$ cat src/rtl/core/sssd_pkg.sv
// Package: shared types and constants for the sphere direction sampler.
`default_nettype none
package sssd_pkg;

   typedef enum logic [3:0] {
      ST_IDLE,
      ST_DIVI,
      ST_DIVU,
      ST_DIVV,
      ST_WDIV,
      ST_PREP,
      ST_SQRT,
      ST_SCALE,
      ST_CORDIC,
      ST_DONE
   } state_type;

   localparam int MAX_SIDE = 64;

   function automatic logic [21:0] atan_lut(input logic [3:0] idx);
      logic [21:0] res;
      case (idx)
         4'd0:  res = 22'd2097152;
         4'd1:  res = 22'd1238021;
         4'd2:  res = 22'd654136;
         4'd3:  res = 22'd332050;
         4'd4:  res = 22'd166669;
         4'd5:  res = 22'd83416;
         4'd6:  res = 22'd41718;
         4'd7:  res = 22'd20860;
         4'd8:  res = 22'd10430;
         4'd9:  res = 22'd5215;
         4'd10: res = 22'd2608;
         4'd11: res = 22'd1304;
         4'd12: res = 22'd652;
         4'd13: res = 22'd326;
         4'd14: res = 22'd163;
         default: res = 22'd81;
      endcase
      return res;
   endfunction

   function automatic logic [15:0] sat_q15(input logic signed [31:0] val, input logic neg);
      logic signed [31:0] rr;
      rr = (val + 32'sd128) >>> 8;
      if (neg) rr = -rr;
      if (rr > 32'sd32767) rr = 32'sd32767;
      if (rr < -32'sd32768) rr = -32'sd32768;
      return rr[15:0];
   endfunction

endpackage
`default_nettype wire

$ cat src/rtl/core/sssd_divider.sv
// Radix-2 restoring divider, one quotient bit per cycle.
`default_nettype none
module sssd_divider (
   input  wire logic        clock,
   input  wire logic        reset,
   input  wire logic        start,
   input  wire logic [22:0] dividend,
   input  wire logic [12:0] divisor,
   output logic             busy,
   output logic [22:0]      quotient,
   output logic [12:0]      remainder
);
   logic [22:0] quo_ff, quo_in;
   logic [12:0] rem_ff, rem_in;
   logic [4:0]  cnt_ff, cnt_in;
   logic [12:0] div_ff, div_in;
   logic [13:0] trial;

   always_comb begin
      quo_in = quo_ff;
      rem_in = rem_ff;
      cnt_in = cnt_ff;
      div_in = div_ff;
      trial  = {rem_ff, quo_ff[22]};
      if (start) begin
         quo_in = dividend;
         rem_in = '0;
         cnt_in = 5'd23;
         div_in = divisor;
      end else if (cnt_ff != 5'd0) begin
         cnt_in = cnt_ff - 5'd1;
         if (trial >= {1'b0, div_ff}) begin
            rem_in = 13'(trial - {1'b0, div_ff});
            quo_in = {quo_ff[21:0], 1'b1};
         end else begin
            rem_in = trial[12:0];
            quo_in = {quo_ff[21:0], 1'b0};
         end
      end
   end

   always_ff @(posedge clock) begin
      if (reset) begin
         cnt_ff <= '0;
      end else begin
         cnt_ff <= cnt_in;
      end
      quo_ff <= quo_in;
      rem_ff <= rem_in;
      div_ff <= div_in;
   end

   assign busy      = (cnt_ff != 5'd0);
   assign quotient  = quo_ff;
   assign remainder = rem_ff;
endmodule
`default_nettype wire

$ cat src/rtl/core/stratified_sphere_direction_sampler.sv
// Top level: stratified uniform sphere direction sampler.
// Flow: from request accept to rsp_tvalid, four divides on the shared divider
// (row/column, u, v and weight), 16 square-root steps, 16 CORDIC steps, and
// the PREP, SCALE and DONE states for setup, scaling and output.
// Throughput: one request at a time; req_tready is high only in idle with no
// response pending, so a new request waits until the last response is taken.
// Reset: synchronous, active high; side returns to 22, stratum index to 0.
`default_nettype none
module stratified_sphere_direction_sampler (
   input  wire logic        clock,
   input  wire logic        reset,
   input  wire logic        csr_valid,
   output logic             csr_ready,
   input  wire logic [6:0]  csr_data,
   input  wire logic        req_tvalid,
   output logic             req_tready,
   input  wire logic [31:0] req_tdata,   // jitter_x, jitter_y
   output logic             rsp_tvalid,
   input  wire logic        rsp_tready,
   output logic [63:0]      rsp_tdata    // dir_x, dir_y, dir_z, weight
);
   import sssd_pkg::*;

   localparam logic [12:0] MAX_S = 13'(MAX_SIDE);

   state_type state_ff, state_in;
   logic [6:0]  side_reg_ff;
   logic [11:0] idx_ff, idx_in;
   logic [12:0] side_ff, col_ff, row_ff, cnt2_ff;
   logic [15:0] jx_ff, jy_ff, u_ff, v_ff, z_ff, w_ff;
   logic [31:0] n_ff, root_ff, bit_ff;
   logic signed [31:0] x_ff, y_ff;
   logic signed [24:0] ang_ff;
   logic        neg_ff;
   logic [3:0]  step_ff;
   logic [63:0] out_ff;
   logic        ovalid_ff;
   logic        dstart;
   logic [22:0] ddividend, dquo;
   logic [12:0] ddivisor, drem;
   logic        dbusy, dstarted_ff;
   logic [12:0] side_eff;

   always_comb begin
      if (side_reg_ff == 7'd0) side_eff = 13'd1;
      else if ({6'd0, side_reg_ff} > MAX_S) side_eff = MAX_S;
      else side_eff = {6'd0, side_reg_ff};
   end

   sssd_divider u_div (
      .clock, .reset, .start(dstart), .dividend(ddividend), .divisor(ddivisor),
      .busy(dbusy), .quotient(dquo), .remainder(drem)
   );

   assign req_tready = (state_ff == ST_IDLE) && !ovalid_ff;
   assign csr_ready  = 1'b1;
   assign rsp_tvalid = ovalid_ff;
   assign rsp_tdata  = out_ff;

   always_comb begin
      state_in = state_ff;
      unique case (state_ff)
         ST_IDLE:   if (req_tvalid && req_tready) state_in = ST_DIVI;
         ST_DIVI:   if (dstarted_ff && !dbusy) state_in = ST_DIVU;
         ST_DIVU:   if (dstarted_ff && !dbusy) state_in = ST_DIVV;
         ST_DIVV:   if (dstarted_ff && !dbusy) state_in = ST_WDIV;
         ST_WDIV:   if (dstarted_ff && !dbusy) state_in = ST_PREP;
         ST_PREP:   state_in = ST_SQRT;
         ST_SQRT:   if (bit_ff == 32'd1) state_in = ST_SCALE;
         ST_SCALE:  state_in = ST_CORDIC;
         ST_CORDIC: if (step_ff == 4'd15) state_in = ST_DONE;
         ST_DONE:   state_in = ST_IDLE;
         default:   state_in = ST_IDLE;
      endcase
   end

   always_comb begin
      dstart    = 1'b0;
      ddividend = '0;
      ddivisor  = side_ff;
      unique case (state_ff)
         ST_DIVI: begin
            dstart    = !dstarted_ff;
            ddividend = {11'd0, idx_ff};
         end
         ST_DIVU: begin
            dstart    = !dstarted_ff;
            ddividend = {col_ff[6:0], jx_ff};
         end
         ST_DIVV: begin
            dstart    = !dstarted_ff;
            ddividend = {row_ff[6:0], jy_ff};
         end
         ST_WDIV: begin
            dstart    = !dstarted_ff;
            ddividend = 23'd65536;
            ddivisor  = cnt2_ff;
         end
         default: ;
      endcase
   end

   always_comb begin
      idx_in = idx_ff + 12'd1;
      if ({1'b0, idx_in} >= cnt2_ff) idx_in = '0;
   end

   logic [31:0] sq_trial;
   logic [31:0] dx, dy;
   assign sq_trial = root_ff + bit_ff;
   assign dx = 32'(y_ff >>> step_ff);
   assign dy = 32'(x_ff >>> step_ff);

   always_ff @(posedge clock) begin
      if (reset) begin
         state_ff    <= ST_IDLE;
         side_reg_ff <= 7'd22;
         idx_ff      <= '0;
         ovalid_ff   <= 1'b0;
         dstarted_ff <= 1'b0;
      end else begin
         state_ff <= state_in;
         if (csr_valid && csr_ready) side_reg_ff <= csr_data;
         if (rsp_tvalid && rsp_tready) ovalid_ff <= 1'b0;
         if (state_ff != state_in) dstarted_ff <= 1'b0;
         else if (dstart) dstarted_ff <= 1'b1;
         if (state_ff == ST_DONE) begin
            ovalid_ff <= 1'b1;
            idx_ff    <= idx_in;
         end
         if (state_ff == ST_IDLE && req_tvalid && req_tready) begin
            if ({1'b0, idx_ff} >= 13'(side_eff * side_eff)) idx_ff <= '0;
         end
      end

      unique case (state_ff)
         ST_IDLE: begin
            jx_ff   <= req_tdata[15:0];
            jy_ff   <= req_tdata[31:16];
            side_ff <= side_eff;
            cnt2_ff <= 13'(side_eff * side_eff);
            step_ff <= '0;
         end
         ST_DIVI: begin
            if (dstarted_ff && !dbusy) begin
               row_ff <= dquo[12:0];
               col_ff <= drem;
            end
         end
         ST_DIVU: if (dstarted_ff && !dbusy) u_ff <= dquo[15:0];
         ST_DIVV: if (dstarted_ff && !dbusy) v_ff <= dquo[15:0];
         ST_WDIV: if (dstarted_ff && !dbusy) w_ff <= (dquo > 23'd65535) ? 16'hFFFF : dquo[15:0];
         ST_PREP: begin
            n_ff    <= {16'd0, v_ff} * (32'd65536 - {16'd0, v_ff});
            z_ff    <= (v_ff == 16'd0) ? 16'd32767 : 16'(17'd32768 - {1'b0, v_ff});
            root_ff <= '0;
            bit_ff  <= 32'h4000_0000;
            if (u_ff[15:14] == 2'b01 || u_ff[15:14] == 2'b10) begin
               ang_ff <= $signed({1'b0, u_ff, 8'd0}) - 25'sd8388608;
               neg_ff <= 1'b1;
            end else begin
               ang_ff <= u_ff[15] ? $signed({1'b1, u_ff, 8'd0})
                                  : $signed({1'b0, u_ff, 8'd0});
               neg_ff <= 1'b0;
            end
         end
         ST_SQRT: begin
            if (n_ff >= sq_trial) begin
               n_ff    <= n_ff - sq_trial;
               root_ff <= (root_ff >> 1) + bit_ff;
            end else begin
               root_ff <= root_ff >> 1;
            end
            bit_ff <= bit_ff >> 2;
         end
         ST_SCALE: begin
            x_ff <= $signed(32'(({31'd0, root_ff[16:0]} * 48'd39797 + 48'd128) >> 8));
            y_ff <= '0;
         end
         ST_CORDIC: begin
            if (!ang_ff[24]) begin
               x_ff   <= x_ff - $signed(dx);
               y_ff   <= y_ff + $signed(dy);
               ang_ff <= ang_ff - $signed({3'b0, atan_lut(step_ff)});
            end else begin
               x_ff   <= x_ff + $signed(dx);
               y_ff   <= y_ff - $signed(dy);
               ang_ff <= ang_ff + $signed({3'b0, atan_lut(step_ff)});
            end
            step_ff <= step_ff + 4'd1;
         end
         ST_DONE: out_ff <= {w_ff, z_ff, sat_q15(y_ff, neg_ff), sat_q15(x_ff, neg_ff)};
         default: ;
      endcase
   end
endmodule
`default_nettype wire
$ cat config.mk
export PLATFORM = sky130hd
export DESIGN_NAME = stratified_sphere_direction_sampler
export DESIGN_NICKNAME = d
export VERILOG_FILES = /design/src/rtl/core/sssd_pkg.sv /design/src/rtl/core/sssd_divider.sv /design/src/rtl/core/stratified_sphere_direction_sampler.sv
export SDC_FILE = /design/constraint.sdc
export NUM_CORES = 2
export LEC_CHECK = 0
export BUFFER_PORTS_ARGS = -buffer_cell sky130_fd_sc_hd__buf_2
export CORE_MARGIN = 5
export CORE_UTILIZATION = 49
export DETAILED_ROUTE_END_ITERATION = 7
export MAX_ROUTING_LAYER = met4
export PLACE_DENSITY = 0.63
export SLEW_MARGIN = 20
export SYNTH_ARGS = -nofsm -noshare
export SYNTH_HDL_FRONTEND = slang
export SYNTH_SLANG_ARGS = --single-unit
$ cat constraint.sdc
create_clock -name clock -period 15.9 [get_ports clock]
set_input_delay 3.18 -clock clock [delete_from_list [all_inputs] [get_ports clock]]
set_output_delay 3.18 -clock clock [all_outputs]
set_load 0.01 [all_outputs]
* After elaboration in Yosys (flattened, before gate mapping)
Memories as Yosys holds them, arrays and structs flattened. A register that Yosys moved wholly into a read port is not among the register bits.
Index checks and enable logic that the tools add are counted.
** Word-level totals
- Memories :: 2
- Register bits after elaboration :: 469
- Latch bits :: 0
- Bits in writable memories :: 0
- Logic and storage cells :: 166
- Output and inout bits :: 67
- Bits in read-only memories :: 704
- Input port bits :: 44
** Operators by class
- Shift operators :: 2
- Equal/unequal tests :: 15
- Divide/modulo/power cells :: 0
- Add/sub/neg operators :: 21
- Reduce and logical (&&, ||, !) cells :: 28
- Multiplexer cells :: 54
- Bitwise logic cells :: 0
- $lt $le $gt $ge :: 10
- $mul :: 3
** Memories
- (name not given) :: words 16, width 22, read ports 1, clocked after memory_dff 1, wr ports 0, RTL line sssd_pkg.sv:22 : case (idx)
- (name not given) :: words 16, width 22, read ports 1, clocked after memory_dff 1, wr ports 0, RTL line sssd_pkg.sv:22
** Operators with widths (number)
- $mux W32 :: 12
- $pmux W32 S2 :: 5
- $add A32 B32 Y32 :: 3
- $sub A32 B32 Y32 :: 3
- $pmux W23 S4 :: 1
- $mux W22 :: 4
- $mux W25 :: 3
- $add A32 B9 Y32 const B :: 2
- $gt A32 B16 Y1 const B :: 2
- $lt A32 B16 Y1 const B :: 2
- $neg A24 Y32 :: 2
- $sshr A32 B4 Y32 :: 2
- $pmux W25 S2 :: 1
- $mux W12 :: 4
- $mux W23 :: 2
- $mux W13 :: 3
- $mux W4 :: 9
- $pmux W4 S9 :: 1
- $add A33 B8 Y34 const B :: 1
- $mul A17 B16 Y33 const B :: 1
- $add A31 B32 Y32 :: 1
- $eq A32 B1 Y1 const B :: 1
- $ge A32 B32 Y1 :: 1
- $mul A17 B18 Y32 :: 1
- other kinds (37) :: 66

* Logic depth before layout (Yosys ltp)
- Depth in word-level cells :: 8
- Mapped depth :: 34
- Mapped depth without buffers :: 32

* Cells and area by module
From an unflattened synthesis, not the netlist that was laid out.
** Second synthesis, totals
- Cell total of the unflattened synthesis :: 5148
- Area total of the unflattened synthesis :: 49875.3 µm²
** Modules (own cells, without submodules)
- stratified_sphere_direction_sampler :: sequential area each 11931.4 µm², area each 46921.3 µm², cells each 4878, instances 1
- sssd_divider :: sequential area each 1441.4 µm², area each 2954.1 µm², cells each 270, instances 1

* Worst setup path before layout
OpenSTA, ideal clock, no wires.
- Kind :: reg-to-reg
- From :: register v_ff[0]
- To :: register n_ff[31] (data pin)
- Library setup time :: 0.269 ns
- Arrival time :: 7.683 ns
- Path slack :: 7.948 ns
- Cell stages (with the launch flop) :: 33
- Period minus slack after synthesis :: 7.952 ns
- Data required time :: 15.631 ns
- Buffers on the path :: 2
- Path through :: edfxtp_1 > clkbuf_1 > inv_1 > ha_1 > nor3b_1 > nor3b_1 > nand2_1 > nor3_1 > nand2_1 > inv_1 > ha_1 > clkbuf_1 > nand2b_1 > fa_1 > fa_1 > inv_1 > fa_1 > fa_1 > fa_1 > inv_1 > fa_1 > inv_1 > ha_1 > a21oi_1 > o21bai_1 > a2111oi_0 > a21boi_0 > o31ai_1 > a32oi_1 > a21oi_1 > a21oi_1 > xnor2_1 > mux2i_1
** On the way
- Cells in the longest elaborated chain, start to end :: 3
** RTL lines
- start: declaration :: RTL line stratified_sphere_direction_sampler.sv:30 : logic [15:0] jx_ff, jy_ff, u_ff, v_ff, z_ff, w_ff;
- start signal: assignment :: RTL line stratified_sphere_direction_sampler.sv:151 : ST_DIVV: if (dstarted_ff && !dbusy) v_ff <= dquo[15:0];
- $sub A17 B16 Y18 :: RTL line stratified_sphere_direction_sampler.sv:154 : n_ff <= {16'd0, v_ff} * (32'd65536 - {16'd0, v_ff});
- $mul A17 B18 Y32 (*) :: RTL line stratified_sphere_direction_sampler.sv:154
- $pmux W32 S2 (*) :: RTL line stratified_sphere_direction_sampler.sv:136 : unique case (state_ff)
- end signal: assignment :: RTL line stratified_sphere_direction_sampler.sv:154
- end signal: assignment :: RTL line stratified_sphere_direction_sampler.sv:169 : n_ff <= n_ff - sq_trial;
- end: declaration :: RTL line stratified_sphere_direction_sampler.sv:31 : logic [31:0] n_ff, root_ff, bit_ff;
Mark *: on every way between the ends. The rest lies on a longest branch, timed or not.
A chain may end at the register's enable or synchronous reset.

* Final worst setup path
Ends and elaborated chain as after synthesis.

==> results.toml <==
[synthesis]
synth_async_sr_flop_share = 0
yosysWarningCount = 0
synth_area_leader_cell = "edfxtp_1"
yosys_register_bits = 467
synth_top_area_frac = 0.236
synth_most_common_cell = "inv_1"
synth-main-ff-cell = "edfxtp_1"
netlist_top_cells_area = "edfxtp_1 24%, fa_1 13%, ha_1 12%, inv_1 4.5%, xnor2_1 3.7%"
synth_cell_types = 109
synth.cell_area_sq_um = 51200
avg_inst_size_synth_sq_um = 9.35
synth_edf_count = 402
postSynthCellCount = 5473
ys_seq_area_frac = 0.261
synth.cells.most_frequent = "610 x inv_1, 493 x ha_1, 403 x nand2_1, 402 x edfxtp_1, 364 x nor2_1"

[die]
floorplan.die.width_um = 333
die-area_sq_um = 111000
floorplan.io_pins = 111
coreArea_sq_um = 104000
initial_utilization = 0.494
placementRows = 118
vertical_die_dimension_um = 333

[cells_and_area]
area_growth_syn_to_layout_pct = 7.17
final_area_sq_um = 54900
post_route_cells_drive_above_1_share = 0.0893
finish.net_count = 6337

[place]
gp_congestion = 0.927
dpl_worst_slack_ns = 6.91
buffer_ports.inserted = 109
post_dp_cell_area_sq_um = 52900
hpwlAfterDp_um = 97800

[timing]
clock-skew-final_ns = 0.0565
fin_crit_sh = 0.572
max_slew.worst_pin.slew_ns = 1.09
rsz0062_at_grt = "false"
finalCriticalPeriod_ns = 9.10
worst_slew_margin_rel = 0.271
timing.fmax_mhz = 110
timing.final.setup_violations = 0
post-route-worst-setup-slack_ns = 6.80
sum_of_negative_setup_slack_ns = 0
final-hold-violation-count = 0
final_max_slew_viol_count = 0

[clock_network]
tritoncts_num_sinks = 467
cts-htree-levels = 2
ctsResizeCount = 0
postCtsSetupBuffers = 0
insertion_delay_ns = 0.69
cts_inserted_buffers = 57
clock_path_buffers = 3
cts.reportedPaths.clkPinSlew_ns = 0.07
tritoncts = "yes"
ctsHoldBuffers = 0
clk_root_buffer_cell = "clkbuf_16"

[setup_path]
data_required_time_of_the_critical_path_ns = 16.32
crit_path_start = "v_ff[0]$_DFFE_PP_"
critical_path.endpoint = "n_ff[31]$_DFFE_PP_"
critPathKind = "reg -> reg"
cp_max_fo = 31
cpMostUsedCell = "fa_1"
arrival_ns = 9.52
rr_startpoint = "v_ff[0]$_DFFE_PP_"
slowest_delay_ns = 0.55
cp_slowest_cell = "fa_1"
critical_path.reg2reg.endpoint = "n_ff[31]$_DFFE_PP_"
start_kind = "flip-flop"
critical_path.endpoint_type = "flip-flop"
timing.reg2reg.worst_path_depth = 31
regToRegSetupSlack_ns = 6.80

[flow_run]
drv.max_cap_violation_count = 0

[power_and_ir_drop]
power-per-cell-area_nw_per_um2 = 74.7
power.static_leakage_nw = 23.5
power.ir.vdd_worst_mv = 0.114

[grt]
grt.overflow.total = 0
first_pass_grt_wire_length_um = 207000
grt_use_total = 0.235
grt_start_max_net_pins = 68
grt_pass1_vias = 38572
antenna_violations_before_repair = 4

[routing]
final_antenna_net_count = 0
route.detailed.vias_per_inst = 5.70
initialDrtViolationCount = 2855
drt-total-wl_um = 129000
drt_pre_antenna_iters = 6
wl_per_cell_um = 18.8
drc = 0
num_vias = 39256

[run_status]
status = "finished clean"

[hold_path]
worst_hold_path_type = "reg -> reg"
[state kept, by name (all words and copies together) (netlist names), 16 cells and up, named ones only]
register / flops
bit_ff: 16
v_ff: 16
ang_ff: 25
u_ff: 16
y_ff: 32
jx_ff: 16
u_div.quotient: 23
rsp_tdata: 64
root_ff: 32
z_ff: 16
n_ff: 32
w_ff: 16
jy_ff: 16
x_ff: 32
[routing by layer]
layer  part of all wire  global-route usage
met1               0.44               0.304
met2               0.48               0.390
met3              0.050              0.0289
met4              0.030              0.0684
met5                  0                   -
[where the power goes]
part	leakage [nW]	internal (mW)	switching, mW
Sequential	4.19	1.46	0.112
Combinational	18.4	0.500	0.681
Clock	0.932	0.774	0.575
Total	23.5	2.73	1.37
[kinds of logic (layout without fill, tap and decap cells)]
group,Yosys count,in the layout,synth area share
AOI/OAI and AO/OA,1098,1098,0.139
xor gates and xnor gates,365,365,0.0626
adders and majority gates,834,834,0.254
buffers and inverters,872,886,0.0667
DFF,467,467,0.261
muxes,189,189,0.0536
other,2,24,0.000147
and+or+nand+nor,1646,1646,0.163
[worst max-delay path, delay by kind of cell (launching register included)]
| kind | cells | cell delay [ns] |
|---|---|---|
| buf+inv | 6 | 0.72 |
| xor+xnor | 1 | 0.13 |
| fa+ha+maj | 9 | 4.02 |
| compound gates | 8 | 2.05 |
| simple gates | 6 | 1.47 |
| mux | 1 | 0.08 |
| flops | 1 | 0.35 |
[layout by cell type, fill, tap and decap left out, types with 64 or more instances in the layout]
cell      instances
a31oi_1          79
xor2_1          150
nand2_1         403
edfxtp_1        402
and2_1           70
nand3_1          86
ha_1            493
o21ai_0         237
inv_1           609
nor2_1          361
nand2b_1        162
buf_2           109
dfxtp_1          64
fa_1            341
a21o_1           98
nor2b_1         133
nor3_1          126
xnor2_1         214
a21oi_1         308
mux2i_1          77
[cell type report]
type	count	area, sq um
fillers	9527	48800
multi-input cells	4154	34600
flip-flops and latches	467	13400
inverters	614	2310
well taps	1380	1730
clock buffers	71	1500
repair buffers	165	970
clock inverters	36	428
diodes	2	5.00
[per-stage QoR]
step,power [mW],util,hold WS [ns],instances
final,4.10,0.529,0.421,6889
after global placement,2.75,0.511,0.402,6779
after global routing,4.34,0.529,0.422,6889
after CTS,4.14,0.529,0.414,6886
after detailed placement,2.76,0.511,0.406,6779
after floorplan,2.47,-,0.400,5493
[worst min-delay path by stage]
stage / from / end / slack [ns] / depth (start not counted)
4_1_cts: z_ff[0]$_SDFFCE_PN1P_ / rsp_tdata[32]$_DFFE_PP_ / 0.41 / 0
3_5_place_dp: z_ff[1]$_SDFFCE_PN1P_ / rsp_tdata[33]$_DFFE_PP_ / 0.41 / 0
5_1_grt: z_ff[11]$_SDFFCE_PN1P_ / rsp_tdata[43]$_DFFE_PP_ / 0.42 / 0
6_report: z_ff[0]$_SDFFCE_PN1P_ / rsp_tdata[32]$_DFFE_PP_ / 0.42 / 0
3_3_place_gp: w_ff[14]$_SDFFCE_PN1P_ / rsp_tdata[62]$_DFFE_PP_ / 0.40 / 0
2_1_floorplan: z_ff[0]$_SDFFCE_PN1P_ / rsp_tdata[32]$_DFFE_PP_ / 0.40 / 0
(Power assumes the default switching activity.)
